## config.mk

```make
export PLATFORM = sky130hd
export DESIGN_NAME = button_autorepeat_duty_setter
export DESIGN_NICKNAME = d
export VERILOG_FILES = /design/src/hdl/bdu_pkg.sv /design/src/hdl/bdu_core.sv /design/src/hdl/button_autorepeat_duty_setter.sv
export SDC_FILE = /design/constraint.sdc
export NUM_CORES = 1
export LEC_CHECK = 0
export BUFFER_PORTS_ARGS = -buffer_cell sky130_fd_sc_hd__clkbuf_2
export CORE_UTILIZATION = 40
export DETAILED_ROUTE_END_ITERATION = 6
export SYNTH_ARGS = -nofsm -noshare
export SYNTH_HDL_FRONTEND = slang
export SYNTH_SLANG_ARGS = --single-unit
```

## constraint.sdc

```tcl
create_clock -name clk -period 9.45 [get_ports clk]
set_input_delay 0.4725 -clock clk [delete_from_list [all_inputs] [get_ports clk]]
set_output_delay 0.4725 -clock clk [all_outputs]
set_load 0.02 [all_outputs]
```

## src/hdl/bdu_pkg.sv

```systemverilog
// Shared types, codes and constants for the button auto-repeat duty setter.
// No dependencies; used by bdu_core and button_autorepeat_duty_setter.
package bdu_pkg;

    localparam int DUTY_W  = 7;
    localparam int CMP_W   = 8;
    localparam int TICK_W  = 16;
    localparam int CFG_W   = 16;
    localparam int BTN_W   = 2;
    localparam int MASK_W  = 4;
    localparam int ACT_W   = 3;
    localparam int OP_W    = 2;
    localparam int IDX_W   = 1;

    localparam logic [DUTY_W-1:0] DUTY_MAX = 7'd100;

    localparam logic [CFG_W-1:0] INITIAL_DELAY_RST   = 16'd700;
    localparam logic [CFG_W-1:0] REPEAT_INTERVAL_RST = 16'd50;

    // request opcodes
    localparam logic [OP_W-1:0] OP_PRESS = 2'd0;
    localparam logic [OP_W-1:0] OP_TICK  = 2'd1;
    localparam logic [OP_W-1:0] OP_FAULT = 2'd2;

    // button codes
    localparam logic [BTN_W-1:0] BTN_A_UP   = 2'd0;
    localparam logic [BTN_W-1:0] BTN_A_DOWN = 2'd1;
    localparam logic [BTN_W-1:0] BTN_B_UP   = 2'd2;
    localparam logic [BTN_W-1:0] BTN_B_DOWN = 2'd3;

    localparam logic [ACT_W-1:0] ACT_NONE = 3'd0;
    localparam logic [ACT_W-1:0] ACT_LAST = 3'd4;

    // configuration register indexes
    localparam logic [IDX_W-1:0] REG_INITIAL_DELAY   = 1'd0;
    localparam logic [IDX_W-1:0] REG_REPEAT_INTERVAL = 1'd1;

    typedef struct packed {
        logic [OP_W-1:0]   opcode;
        logic [BTN_W-1:0]  button;
        logic [MASK_W-1:0] held_mask;
    } req_t;

    typedef struct packed {
        logic [DUTY_W-1:0] duty_a;
        logic [DUTY_W-1:0] duty_b;
        logic [CMP_W-1:0]  compare_a;
        logic [CMP_W-1:0]  compare_b;
        logic              halted;
        logic              repeat_active;
    } res_t;

    typedef struct packed {
        logic [CFG_W-1:0] initial_delay;
        logic [CFG_W-1:0] repeat_interval;
    } cfg_t;

    // Saturating up/down step of one setpoint.
    function automatic logic [DUTY_W-1:0] sat_step(input logic [DUTY_W-1:0] sp,
                                                   input logic             down);
        logic [DUTY_W-1:0] r;
        r = sp;
        if (down)
        begin
            if (sp != '0)
                r = sp - 1'b1;
        end
        else
        begin
            if (sp < DUTY_MAX)
                r = sp + 1'b1;
        end
        return r;
    endfunction

endpackage

```

## src/hdl/bdu_core.sv

```systemverilog
// Setpoint, repeat counter and halt state with their update logic.
// Depends on bdu_pkg.
module bdu_core
(
    input  logic          clk,
    input  logic          rst_n,
    input  logic          fire,
    input  bdu_pkg::req_t req,
    input  bdu_pkg::cfg_t cfg,
    output bdu_pkg::res_t res
);

    logic [bdu_pkg::DUTY_W-1:0] sp_a_reg, sp_a_next;
    logic [bdu_pkg::DUTY_W-1:0] sp_b_reg, sp_b_next;
    logic [bdu_pkg::ACT_W-1:0]  active_reg, active_next;
    logic [bdu_pkg::TICK_W-1:0] count_reg, count_next;
    logic [bdu_pkg::TICK_W-1:0] limit_reg, limit_next;
    logic                       counting_reg, counting_next;
    logic                       fault_reg, fault_next;

    logic [bdu_pkg::TICK_W-1:0] count_inc;
    logic [bdu_pkg::BTN_W-1:0]  act_btn;
    logic [bdu_pkg::BTN_W-1:0]  step_btn;
    logic                       step_en;

    assign count_inc = count_reg + 1'b1;
    assign act_btn   = bdu_pkg::BTN_W'(active_reg - 1'b1);

    always_comb
    begin
        active_next   = active_reg;
        count_next    = count_reg;
        limit_next    = limit_reg;
        counting_next = counting_reg;
        fault_next    = fault_reg;
        step_btn      = req.button;
        step_en       = 1'b0;

        if (fire && !fault_reg)
        begin
            case (req.opcode)
                bdu_pkg::OP_PRESS:
                begin
                    step_en       = 1'b1;
                    active_next   = {1'b0, req.button} + 1'b1;
                    count_next    = '0;
                    limit_next    = cfg.initial_delay;
                    counting_next = 1'b1;
                end
                bdu_pkg::OP_TICK:
                begin
                    if (counting_reg)
                    begin
                        count_next = count_inc;
                        if (count_inc > limit_reg)
                        begin
                            if (active_reg != bdu_pkg::ACT_NONE
                                && active_reg <= bdu_pkg::ACT_LAST)
                            begin
                                step_btn = act_btn;
                                step_en  = req.held_mask[act_btn];
                            end
                            else
                            begin
                                counting_next = 1'b0;
                                active_next   = bdu_pkg::ACT_NONE;
                            end
                            limit_next = cfg.repeat_interval;
                            count_next = '0;
                        end
                        // all buttons released: stop repeating
                        if (req.held_mask == '0)
                        begin
                            counting_next = 1'b0;
                            count_next    = '0;
                        end
                    end
                end
                bdu_pkg::OP_FAULT:
                begin
                    fault_next    = 1'b1;
                    counting_next = 1'b0;
                end
                default:
                begin
                end
            endcase
        end
    end

    always_comb
    begin
        sp_a_next = sp_a_reg;
        sp_b_next = sp_b_reg;
        if (step_en)
        begin
            case (step_btn)
                bdu_pkg::BTN_A_UP:   sp_a_next = bdu_pkg::sat_step(sp_a_reg, 1'b0);
                bdu_pkg::BTN_A_DOWN: sp_a_next = bdu_pkg::sat_step(sp_a_reg, 1'b1);
                bdu_pkg::BTN_B_UP:   sp_b_next = bdu_pkg::sat_step(sp_b_reg, 1'b0);
                default:             sp_b_next = bdu_pkg::sat_step(sp_b_reg, 1'b1);
            endcase
        end
    end

    always_ff @(posedge clk or negedge rst_n)
    begin
        if (!rst_n)
        begin
            sp_a_reg     <= '0;
            sp_b_reg     <= '0;
            active_reg   <= bdu_pkg::ACT_NONE;
            count_reg    <= '0;
            limit_reg    <= '0;
            counting_reg <= 1'b0;
            fault_reg    <= 1'b0;
        end
        else
        begin
            sp_a_reg     <= sp_a_next;
            sp_b_reg     <= sp_b_next;
            active_reg   <= active_next;
            count_reg    <= count_next;
            limit_reg    <= limit_next;
            counting_reg <= counting_next;
            fault_reg    <= fault_next;
        end
    end

    // result reflects the state after this request
    always_comb
    begin
        res.duty_a        = sp_a_next;
        res.duty_b        = sp_b_next;
        res.compare_a     = fault_next ? '0 : {sp_a_next, 1'b0};
        res.compare_b     = fault_next ? '0 : {sp_b_next, 1'b0};
        res.halted        = fault_next;
        res.repeat_active = counting_next;
    end

endmodule

```

## src/hdl/button_autorepeat_duty_setter.sv

```systemverilog
// Top level of the button auto-repeat duty setter: request and result registers,
// configuration registers. Depends on bdu_pkg and bdu_core.
//
// Usage:
//   Requests (press edge, millisecond tick, fault) enter on req_valid/req_stall/
//   req_data; one result per request leaves on res_valid/res_stall/res_data,
//   holding both duty setpoints, their PWM compare values, halt and repeat status.
//   A request is taken when valid is high and stall is low.
//   A request passes the request register, then the result register, before its
//   result is valid; a stalled receiver can hold it in the request register.
//   Throughput: one request per cycle while the receiver does not stall;
//   the whole update is one pass of logic between the two registers.
//   When the receiver stalls, the result register holds; the request register
//   still takes one more request, then req_stall rises until the result drains.
//   Configuration (initial_delay, repeat_interval) is written through cfg_wr_en,
//   cfg_index and cfg_data; the user must do so while no request is in flight (not enforced).
//   Reset clears both setpoints, the repeat counter and the halt, and loads the
//   configuration registers with 700 and 50 ticks.
//   After a fault request the block ignores every later press and tick.
module button_autorepeat_duty_setter
(
    input  logic                        clk,
    input  logic                        rst_n,
    input  logic                        req_valid,
    output logic                        req_stall,
    input  bdu_pkg::req_t               req_data,
    output logic                        res_valid,
    input  logic                        res_stall,
    output bdu_pkg::res_t               res_data,
    input  logic                        cfg_wr_en,
    input  logic [bdu_pkg::IDX_W-1:0]   cfg_index,
    input  logic [bdu_pkg::CFG_W-1:0]   cfg_data
);

    bdu_pkg::cfg_t cfg_reg;
    bdu_pkg::req_t req_reg;
    bdu_pkg::res_t res_reg;
    bdu_pkg::res_t core_res;
    logic          req_vld_reg;
    logic          res_vld_reg;
    logic          advance;
    logic          req_take;

    assign advance   = req_vld_reg && (!res_vld_reg || !res_stall);
    assign req_stall = req_vld_reg && !advance;
    assign req_take  = req_valid && !req_stall;
    assign res_valid = res_vld_reg;
    assign res_data  = res_reg;

    always_ff @(posedge clk or negedge rst_n)
    begin
        if (!rst_n)
        begin
            cfg_reg.initial_delay   <= bdu_pkg::INITIAL_DELAY_RST;
            cfg_reg.repeat_interval <= bdu_pkg::REPEAT_INTERVAL_RST;
        end
        else if (cfg_wr_en)
        begin
            unique case (cfg_index)
                bdu_pkg::REG_INITIAL_DELAY:   cfg_reg.initial_delay   <= cfg_data;
                bdu_pkg::REG_REPEAT_INTERVAL: cfg_reg.repeat_interval <= cfg_data;
                default:
                begin
                end
            endcase
        end
    end

    always_ff @(posedge clk or negedge rst_n)
    begin
        if (!rst_n)
        begin
            req_vld_reg <= 1'b0;
            res_vld_reg <= 1'b0;
        end
        else
        begin
            if (req_take)
                req_vld_reg <= 1'b1;
            else if (advance)
                req_vld_reg <= 1'b0;

            if (advance)
                res_vld_reg <= 1'b1;
            else if (!res_stall)
                res_vld_reg <= 1'b0;
        end
    end

    always_ff @(posedge clk)
    begin
        if (req_take)
            req_reg <= req_data;
        if (advance)
            res_reg <= core_res;
    end

    bdu_core u_core
    (
        .clk   (clk),
        .rst_n (rst_n),
        .fire  (advance),
        .req   (req_reg),
        .cfg   (cfg_reg),
        .res   (core_res)
    );

    // a halt also stops the repeat counter
    a_halt_stops_repeat: assert property (@(posedge clk) disable iff (!rst_n)
        res_vld_reg && res_reg.halted |-> !res_reg.repeat_active)
        else $error("repeat active while halted");

    // the halt never clears once latched
    a_halt_sticky: assert property (@(posedge clk) disable iff (!rst_n)
        res_vld_reg && res_reg.halted |=> res_reg.halted)
        else $error("halt released");

    // setpoints saturate at the top of the range
    a_duty_range: assert property (@(posedge clk) disable iff (!rst_n)
        res_vld_reg |-> (res_reg.duty_a <= bdu_pkg::DUTY_MAX
                         && res_reg.duty_b <= bdu_pkg::DUTY_MAX))
        else $error("duty above maximum");

    // compare values follow the setpoints while running
    a_compare_tracks: assert property (@(posedge clk) disable iff (!rst_n)
        res_vld_reg && !res_reg.halted |->
            (res_reg.compare_a == {res_reg.duty_a, 1'b0}
             && res_reg.compare_b == {res_reg.duty_b, 1'b0}))
        else $error("compare value does not match duty");

endmodule
```

**After elaboration in Yosys (flattened, before gate mapping)**

Cells that the tools add are included.

- Order comparisons: 5
- Multipliers: 0
- Reductions and logical operators: 25
- Eq/ne operators: 8
- Mux-type cells: 43
- Shift-type cells: 0
- Div/mod/pow operators: 0
- $add $sub $neg: 7
- Bitwise operators: 1

Operators by type and width:

| operator | number |
|---|---|
| $mux W16 | 5 |
| $pmux W16 S2 | 2 |
| $mux W7 | 6 |
| $pmux W7 S2 | 2 |
| $add A16 B1 Y16 const B | 1 |
| $gt A16 B16 Y1 | 1 |
| $mux W1 | 16 |
| $add A7 B1 Y7 const B | 2 |
| $lt A7 B7 Y1 const B | 2 |
| $reduce_bool A7 Y1 | 2 |
| $sub A7 B1 Y7 const B | 2 |
| $mux W2 | 5 |
| $mux W3 | 3 |
| $ne A2 B1 Y1 const B | 3 |
| $pmux W3 S2 | 1 |
| $logic_and A1 B1 Y1 | 5 |
| $logic_not A1 Y1 | 5 |
| $reduce_and A5 Y1 | 1 |
| $eq A2 B1 Y1 const B | 2 |
| $eq A2 B2 Y1 const B | 2 |
| $logic_not A2 Y1 | 2 |
| $logic_not A4 Y1 | 1 |
| $reduce_and A2 Y1 | 2 |
| $reduce_and A4 Y1 | 1 |
| other kinds (14) | 15 |

- Flip-flop bits (word level): 125
- RAM bits: 0
- Bits of input ports: 30
- Memories: 0
- Bits in latches: 0
- Bits in read-only memories: 0
- Logic and storage cells: 111

**Logic depth before layout (Yosys ltp)**

Gate-level depths: netlist (run 1).

- Word-level depth: 11
- Depth in mapped cells: 17
- Gate-level depth less buffers: 16

**By module**

A second synthesis (run 1) with hierarchy kept.

- Cell total of the unflattened synthesis: 599
- Area total of the unflattened synthesis: 6611.3 um^2

Modules (own cells, without submodules):

| module | area each (um^2) | cells each | times used | sequential area each (um^2) |
|---|---|---|---|---|
| bdu_core | 4065.1 | 482 | 1 | 1276.2 |
| button_autorepeat_duty_setter | 2546.2 | 117 | 1 | 2063.2 |

**Least setup slack after synthesis (run 1)**

OpenSTA, ideal clock, no wires.

- Path type: register to register
- From: register u_core.count_reg[2] (netlist bit)
- To: register res_reg (netlist bit res_data[3]) (data pin)
- Cell stages (with the launch flop): 16
- Library setup time: 0.262 ns
- Slack: 5.566 ns
- Buffers on the path: 0
- Data required time: 9.188 ns
- Arrival: 3.622 ns
- Cells stage by stage: dfrtp_1 > and3_1 > and3_1 > nand2_1 > nor3_1 > nand3_1 > xnor2_1 > ha_1 > nand4_4 > a2111o_1 > and4_4 > or3_4 > a21oi_4 > a21oi_1 > nor2_2 > mux2_1

- Cells in the longest elaborated chain, start to end: 10
- Elaborated cells between the ends (all ways): 16
- Those cells by class: add/sub (1); order compare (1); eq/ne (2); mux (10); reduce/logical (2)

RTL lines:

| item | line | source |
|---|---|---|
| start, declared | bdu_core.sv:16 | `logic [bdu_pkg::TICK_W-1:0] count_reg, count_next;` |
| start signal, assigned | bdu_core.sv:123 | `count_reg <= count_next;` |
| $add A16 B1 Y16 (*) | bdu_core.sv:26 | `assign count_inc = count_reg + 1'b1;` |
| $gt A16 B16 Y1 (*) | bdu_core.sv:55 | `if (count_inc > limit_reg)` |
| $mux W2 | bdu_core.sv:55 |  |
| $mux W2 | bdu_core.sv:52 | `if (counting_reg)` |
| $mux W2 | bdu_core.sv:41 | `case (req.opcode)` |
| $mux W2 | bdu_core.sv:39 | `if (fire && !fault_reg)` |
| $eq A2 B1 Y1 or $logic_not A2 Y1 (tied branches) | bdu_core.sv:97 | `case (step_btn)` |
| $reduce_or A2 Y1 (no source line) | - |  |
| $pmux W7 S2 | bdu_core.sv:97 |  |
| $mux W7 (*) | bdu_core.sv:95 | `if (step_en)` |
| end signal, assigned | button_autorepeat_duty_setter.sv:95 | `res_reg <= core_res;` |
| end, declared | button_autorepeat_duty_setter.sv:37 | `bdu_pkg::res_t res_reg;` |

Every way passes the cells marked *; elsewhere a longest branch is shown, timed or not.
A chain may end at the register's enable or synchronous reset.

**Final worst setup path (run 1)**

Same ends and word-level chain as after synthesis.

==> metrics.txt, run 1 <==
internal power=between 1 and 1.5 mW; htree depth=4; CP arrival=between 4 and 5 ns; Post-synth EDFFs=38; core outline area=roughly 15,000 um^2; NumNets Final=roughly 700; pwr dens=216 nW/um^2; R2R Setup Slk=approximately 5.0 ns; Detail Route Antenna Nets=0; vias in the first global route=~4,400; root buffer cell=clkbuf_16; fraction of layout cells with a size suffix above 1=24.5%; Clk Latency, worst-skew pair=approximately 0.42 ns; Fillers=1,397; Post-Synthesis Cells=585; CP Cell Sequence=and3_1, and3_1, nand2_1, nor3_1, nand3_1, xnor2_1, ha_1, nand4_4, nor2_1, a311oi_2, nand4_1, a21boi_1, a22o_2, a21oi_1, nor2_2, mux2_1; Worst Hold Class=primary input to flop; final worst-path cycle share=a little under half; Worst-path clk slew=around 0.06 ns; Die X=between 100 and 150 um; Top delay family on crit path=simple AND/OR/NAND/NOR gates; Initial Util=41.4%; first-iteration detailed-routing DRC count=266; Final Setup Violations=0; Yosys reg bits=about 120; critical path peak fanout=7; global route overflow=0; Die ar.=about 16,000 um^2; DRC Markers=0; Core Rows=45; Synth Flop Type=dfrtp_1; largest net degree at the start of global routing=86; first-pass GRT wire length=around 22 mm; drt total wl=13.0 mm; via count=roughly 4,500; area leader, netlist=dfrtp_1; CTS tree=built; fin cells=872; status=complete, no violations; actual slew at the worst max-slew pin=about 1.1 ns; Clk pwr share=between 30 and 40%; Design Area, Final=~7400 um^2; fmax=about 0.23 GHz; drt wl/cell=14.9 um; P_sw=about 0.47 mW; register area=between 3000 and 4000 um^2; final worst path period need=~4.4 ns; slowest cell delay on critical path=around 0.45 ns; FF-to-FF Start=u_core.count_reg[2]$_DFFE_PN0P_; Endpoint, Worst Hold=req_reg[0]$_DFFE_PP_; Hold Path Depth=1; Top cell by count, worst path=and3_1; worst hold slack=around 0.23 ns; final-report hold violation count=0; Post-synth ARST share=between 60% and 70%; sequential area share after synthesis=approximately 52%; port bufs=between 60 and 70; worst hold start=req_data[0]; Req. time, crit path=around 9.6 ns; Die Ht=~130 um; initial antenna violation count=0; DP Area=6850 um^2; critical path's slowest cell=a21boi_1; Distinct cells, synth=between 70 and 80; Comb pwr share=slightly below 20%; share of the synthesized area in the top cell type=roughly 30%; Post-Synthesis Cell Area=6340 um^2; via/cell ratio=a little over 5; Max clock buf depth=2; Syn. warnings=0; total CTS buffers=17; Sink Count=~120; drt pass-1 iters=5; R2R Path End=res_data[3]$_SDFFCE_PP0P_; switch share=between 20 and 30%; Largest register FFs=32; P_leak=~3.2 nW; CP startpoint kind=flop; diode count=0; endpoint class of the critical path=flop; Finished Core Util=about half; synthesis-to-finish area growth=16.8%; All-Layer GR Usage=between 10% and 20%; Peak VDD IR=about 0.14 mV; Slew Viols, Final=0; final setup TNS=0 ns; r2r worst-path depth=16; PostCTS Resize Cnt=0; Post CTS Setup Buffer Count=0; final RePlAce weighted congestion=around 0.9; unrepaired setup endpoints after global routing=false; worst setup path category=flop to flop; Avg Cell Area, Syn=~11 um^2; Worst Skew=~0.011 ns; total of max-cap violations=0; CTS Hold Bufs=0; DPL Wire Length=between 9 and 10 mm; largest cells by area after synthesis=dfrtp_1 30%, edfxtp_1 18%, mux2_2 5.7%; sequential share of power=about 43%; Cells after DPL=840; Buf+Inv Stages, Crit Path=0; I/O pin cnt=64; Slew headroom=roughly 27%; area of the multi-input gates=2850 um^2
## kinds of logic after synthesis
kind of cell	after synthesis	synth area share, %
adders and majority gates	25	4.93
muxes	51	8.90
other	1	0.0591
buffers and inverters	52	3.37
xor gates and xnor gates	21	2.90
DFF	123	51.7
and+or+nand+nor	199	16.1
AOI/OAI and AO/OA	113	12.0
## synthesized netlist by cell type, drive strengths merged (3+ instances only)
| cell | n |
|---|---|
| nor4 | 3 |
| o211ai | 6 |
| a21o | 7 |
| or2 | 4 |
| clkbuf | 15 |
| dfstp | 9 |
| o22ai | 4 |
| nand3 | 19 |
| o31ai | 5 |
| edfxtp | 38 |
| or3 | 4 |
| nor2 | 32 |
| ha | 25 |
| nor2b | 9 |
| mux2 | 33 |
| nand2b | 15 |
| buf | 7 |
| xor2 | 8 |
| and3 | 9 |
| dfrtp | 76 |
| nand2 | 68 |
| o21ai | 48 |
| inv | 30 |
| nand4 | 14 |
| and2 | 6 |
| and4 | 3 |
| a22o | 6 |
| xnor2 | 13 |
| a21oi | 19 |
| mux2i | 17 |
| nor3 | 6 |
## stage by stage
stage,power [mW],setup WS [ns]
2_1_floorplan,0.910,5.57
3_3_place_gp,0.992,5.24
3_5_place_dp,1.00,5.06
4_1_cts,1.61,5.03
5_1_grt,1.69,4.60
6_report,1.60,5.01
## worst max path at each step
stage / start / to / slack (ns) / cells after the start
after floorplan: u_core.count_reg[2]$_DFFE_PN0P_ / res_data[3]$_SDFFCE_PP0P_ / 5.57 / 15
after global placement: u_core.count_reg[2]$_DFFE_PN0P_ / res_data[3]$_SDFFCE_PP0P_ / 5.24 / 16
after detailed placement: u_core.count_reg[2]$_DFFE_PN0P_ / res_data[3]$_SDFFCE_PP0P_ / 5.06 / 16
after CTS: u_core.count_reg[2]$_DFFE_PN0P_ / res_data[3]$_SDFFCE_PP0P_ / 5.03 / 16
after global routing: u_core.count_reg[2]$_DFFE_PN0P_ / res_data[3]$_SDFFCE_PP0P_ / 4.60 / 16
final: u_core.count_reg[2]$_DFFE_PN0P_ / res_data[3]$_SDFFCE_PP0P_ / 5.01 / 16
## cell type report
type,instances,area share [%]
flip-flops and latches,123,44.3
multi-input cells,411,38.5
clock buffers,23,6.74
repair buffers,65,4.56
well taps,211,3.56
inverters,30,1.52
clock inverters,9,0.828
## routing by layer
metal,global-route usage [%],vias up,wire [um]
li1,-,2212,-
met1,24.5,2120,6570
met2,25.8,119,5730
met3,4.30,11,538
met4,6.99,0,149
met5,0,-,0
## power groups by stage
stage               Sequential (mW)  Clock, mW  Combinational [mW]
detailed placement            0.695          0               0.309
floorplan                     0.689          0               0.220
global route                  0.697      0.646               0.346
CTS                           0.686      0.618               0.310
finish                        0.685      0.604               0.308
global placement              0.690          0               0.301
## cells in the final DEF (no fill, tap or decap), types with 17 or more instances in the layout
cell type  count
nor2_1        31
inv_1         30
edfxtp_1      38
clkbuf_16     18
a21oi_1       17
nand2_1       68
mux2_2        32
ha_1          25
o21ai_0       44
clkbuf_2      60
nand3_1       19
mux2i_1       17
dfrtp_1       76
No activity file was read; power rests on OpenSTA's default activity.
==> inputs of run 2 (changes only) <==
Clock period 9.45 ns to 4.1 ns, I/O delays scaled along.
==> metrics.txt, run 2 (synthesis gave the netlist of run 1 again) <==
most frequent cells in the layout=74 x dfrtp_1, 67 x nand2_1, 60 x clkbuf_2; endpoint class of the critical path=flop; htree depth=4 (unchanged); final-report hold violation count=0 (unchanged); largest net degree at the start of global routing=54 (-37%); R2R Path End=res_data[26]$_DFFE_PP_; total CTS buffers=17 (unchanged); root buffer cell=clkbuf_16; initial antenna violation count=0 (unchanged); Slew Viols, Final=0 (unchanged); Clk Latency, worst-skew pair=0.43 ns (about the same); slowest cell delay on critical path=0.42 ns (-0.03 ns); Design Area, Final=7720 um^2 (+4.2%); first-pass GRT wire length=22.9 mm (+4.5%); Pwr Total=3.76 mW (+140%); final RePlAce weighted congestion=0.884 (+1.0%); CP Launch Point=u_core.count_reg[3]$_DFFE_PN0P_; final worst path period need=3.92 ns (-0.518 ns); total of max-cap violations=0 (unchanged); R2R Setup Slk=0.18 ns (-4.83 ns); wl on met1=6.59 mm (+0.29%); I/O pin cnt=64 (unchanged); WL met2=6.20 mm (+8.1%); Worst Hold Class=primary input to flop; fmax=0.255 GHz (+13%); critical path's slowest cell=dfrtp_1; Worst-path clk slew=0.06 ns (about the same); Top cell by count, worst path=nor2_1; CTS tree=built; Req. time, crit path=4.28 ns (-5.33 ns); Die X=128 um (unchanged); Fillers=1,408 (+0.79%); fraction of layout cells with a size suffix above 1=28.3% (+3.7 points); drt wl/cell=15.1 um (+1.6%); Die ar.=16,400 um^2 (unchanged); CP Cell Sequence=and3_4, and3_4, nand3_1, nor2_1, and4_4, xor2_4, ha_4, nand4_4, nor2_1, a311oi_2, nand4_1, and4_1, o21ai_4, nor2_1, o21a_1, a21o_1; DP Area=6930 um^2 (+1.2%); Core Rows=45 (unchanged); CP startpoint kind=flop; most common cell after layout, fill and taps aside=dfrtp_1; vias in the first global route=4,559 (+4.5%); via/cell ratio=5.14 (+0.45%); Peak VDD IR=0.335 mV (+130%); P_leak=3.31 nW (+3.7%); final worst-path cycle share=95.5% (+49 points); drt pass-1 iters=5 (unchanged); CP arrival=4.09 ns (-0.51 ns); Detail Route Antenna Nets=0 (unchanged); DRC Markers=0 (unchanged); Largest register FFs=32 (unchanged); NumNets Final=725 (+3.1%); DPL Wire Length=9.44 mm (+3.7%); first-iteration detailed-routing DRC count=343 (+29%); DR top layer=met4; FF-to-FF Start=u_core.count_reg[3]$_DFFE_PN0P_; Finished Core Util=50.4% (+2.0 points); global route overflow=0 (unchanged); core outline area=15,300 um^2 (unchanged); Die Ht=128 um (unchanged); Slew headroom=50.2% (+23 points); via count=4,595 (+3.0%); diode count=0 (unchanged); Sink Count=123 (unchanged); actual slew at the worst max-slew pin=0.745 ns (-0.352 ns); status=complete, no violations; Initial Util=41.4% (unchanged); Worst Skew=0.00709 ns (-0.00414 ns); crit path to=res_data[26]$_DFFE_PP_; pwr dens=487 nW/um^2 (+130%); worst setup path category=flop to flop; met3 WL=549 um (+2.0%); drt total wl=13.5 mm (+4.1%); Final Setup Violations=0 (unchanged); r2r worst-path depth=16 (unchanged); synthesis-to-finish area growth=21.7%; port bufs=61 (unchanged); All-Layer GR Usage=18.1% (+0.73 points); critical path peak fanout=9 (+2); Max clock buf depth=2 (unchanged)
run 2: cell types whose count changed in the layout (fill, tap and decap cells not counted), sizes merged:
cell,delta
buf,+12
inv,+6
clkinvlp,-2
clkbuf,-4
dlygate4sd3,+10
run 2: worst min path at each step:
| stage | end | cells past startpoint | slack [ns] | from |
|---|---|---|---|---|
| finish | cfg_reg[8]$_DFFE_PN0P_ | 2 | 0.02 | cfg_data[8] |
| floorplan | cfg_reg[0]$_DFFE_PN0P_ | 0 | -0.09 | rst_n |
| CTS | cfg_reg[24]$_DFFE_PN0P_ | 2 | 0.01 | cfg_data[8] |
| detailed placement | cfg_reg[2]$_DFFE_PN0P_ | 1 | 0.29 | rst_n |
| global route | cfg_reg[28]$_DFFE_PN0P_ | 2 | 0.01 | cfg_data[12] |
| global placement | cfg_reg[3]$_DFFE_PN0P_ | 1 | 0.28 | rst_n |
run 2: per-layer routing:
metal	vias to the layer above	GRT usage, %
met5	-	0
met4	0	6.51
met2	116	27.7
met1	2201	25.0
met3	19	4.59
li1	2259	-
run 2: critical path, delay by kind of cell (launching register included):
kind / cells / cell delay, ns
XOR/XNOR: 1 / 0.19
AND/OR/NAND/NOR: 10 / 1.85
flip-flops: 1 / 0.42
AO/OA/AOI/OAI: 4 / 0.96
adder cells (fa/ha/maj): 1 / 0.23
run 2: final cells by class:
class,instances,area [um^2],share of cell area [%]
Sequential cell,123,3280,42.5
Multi-Input combinational cell,411,2970,38.4
Timing Repair Buffer,87,528,6.84
Clock buffer,19,464,6.01
Tap cell,211,264,3.42
Inverter,30,113,1.46
Clock inverter,13,103,1.33
run 2: metrics by stage:
step                      hold slack, ns  TNS (ns)  instances  setup slack, ns
after detailed placement           0.289         0        851          0.00818
after global routing              0.0130    -0.242        894          -0.0556
after floorplan                  -0.0906         0        586            0.216
after global placement             0.283         0        851            0.161
after CTS                         0.0130         0        893           0.0402
final                             0.0220         0        894            0.183
run 2: power by group:
group | internal (mW) | switching [mW]
Sequential | 1.45 | 0.132
Combinational | 0.322 | 0.441
Clock | 0.835 | 0.581
run 2: what timing repair did:
action,4_1_cts,5_1_grt
hold endpoints to repair,57,0
setup buffers,0,1
setup endpoints to repair,1,37
pin swaps,0,8
cloned,0,0
resized for setup,2,22
hold buffers,10,0
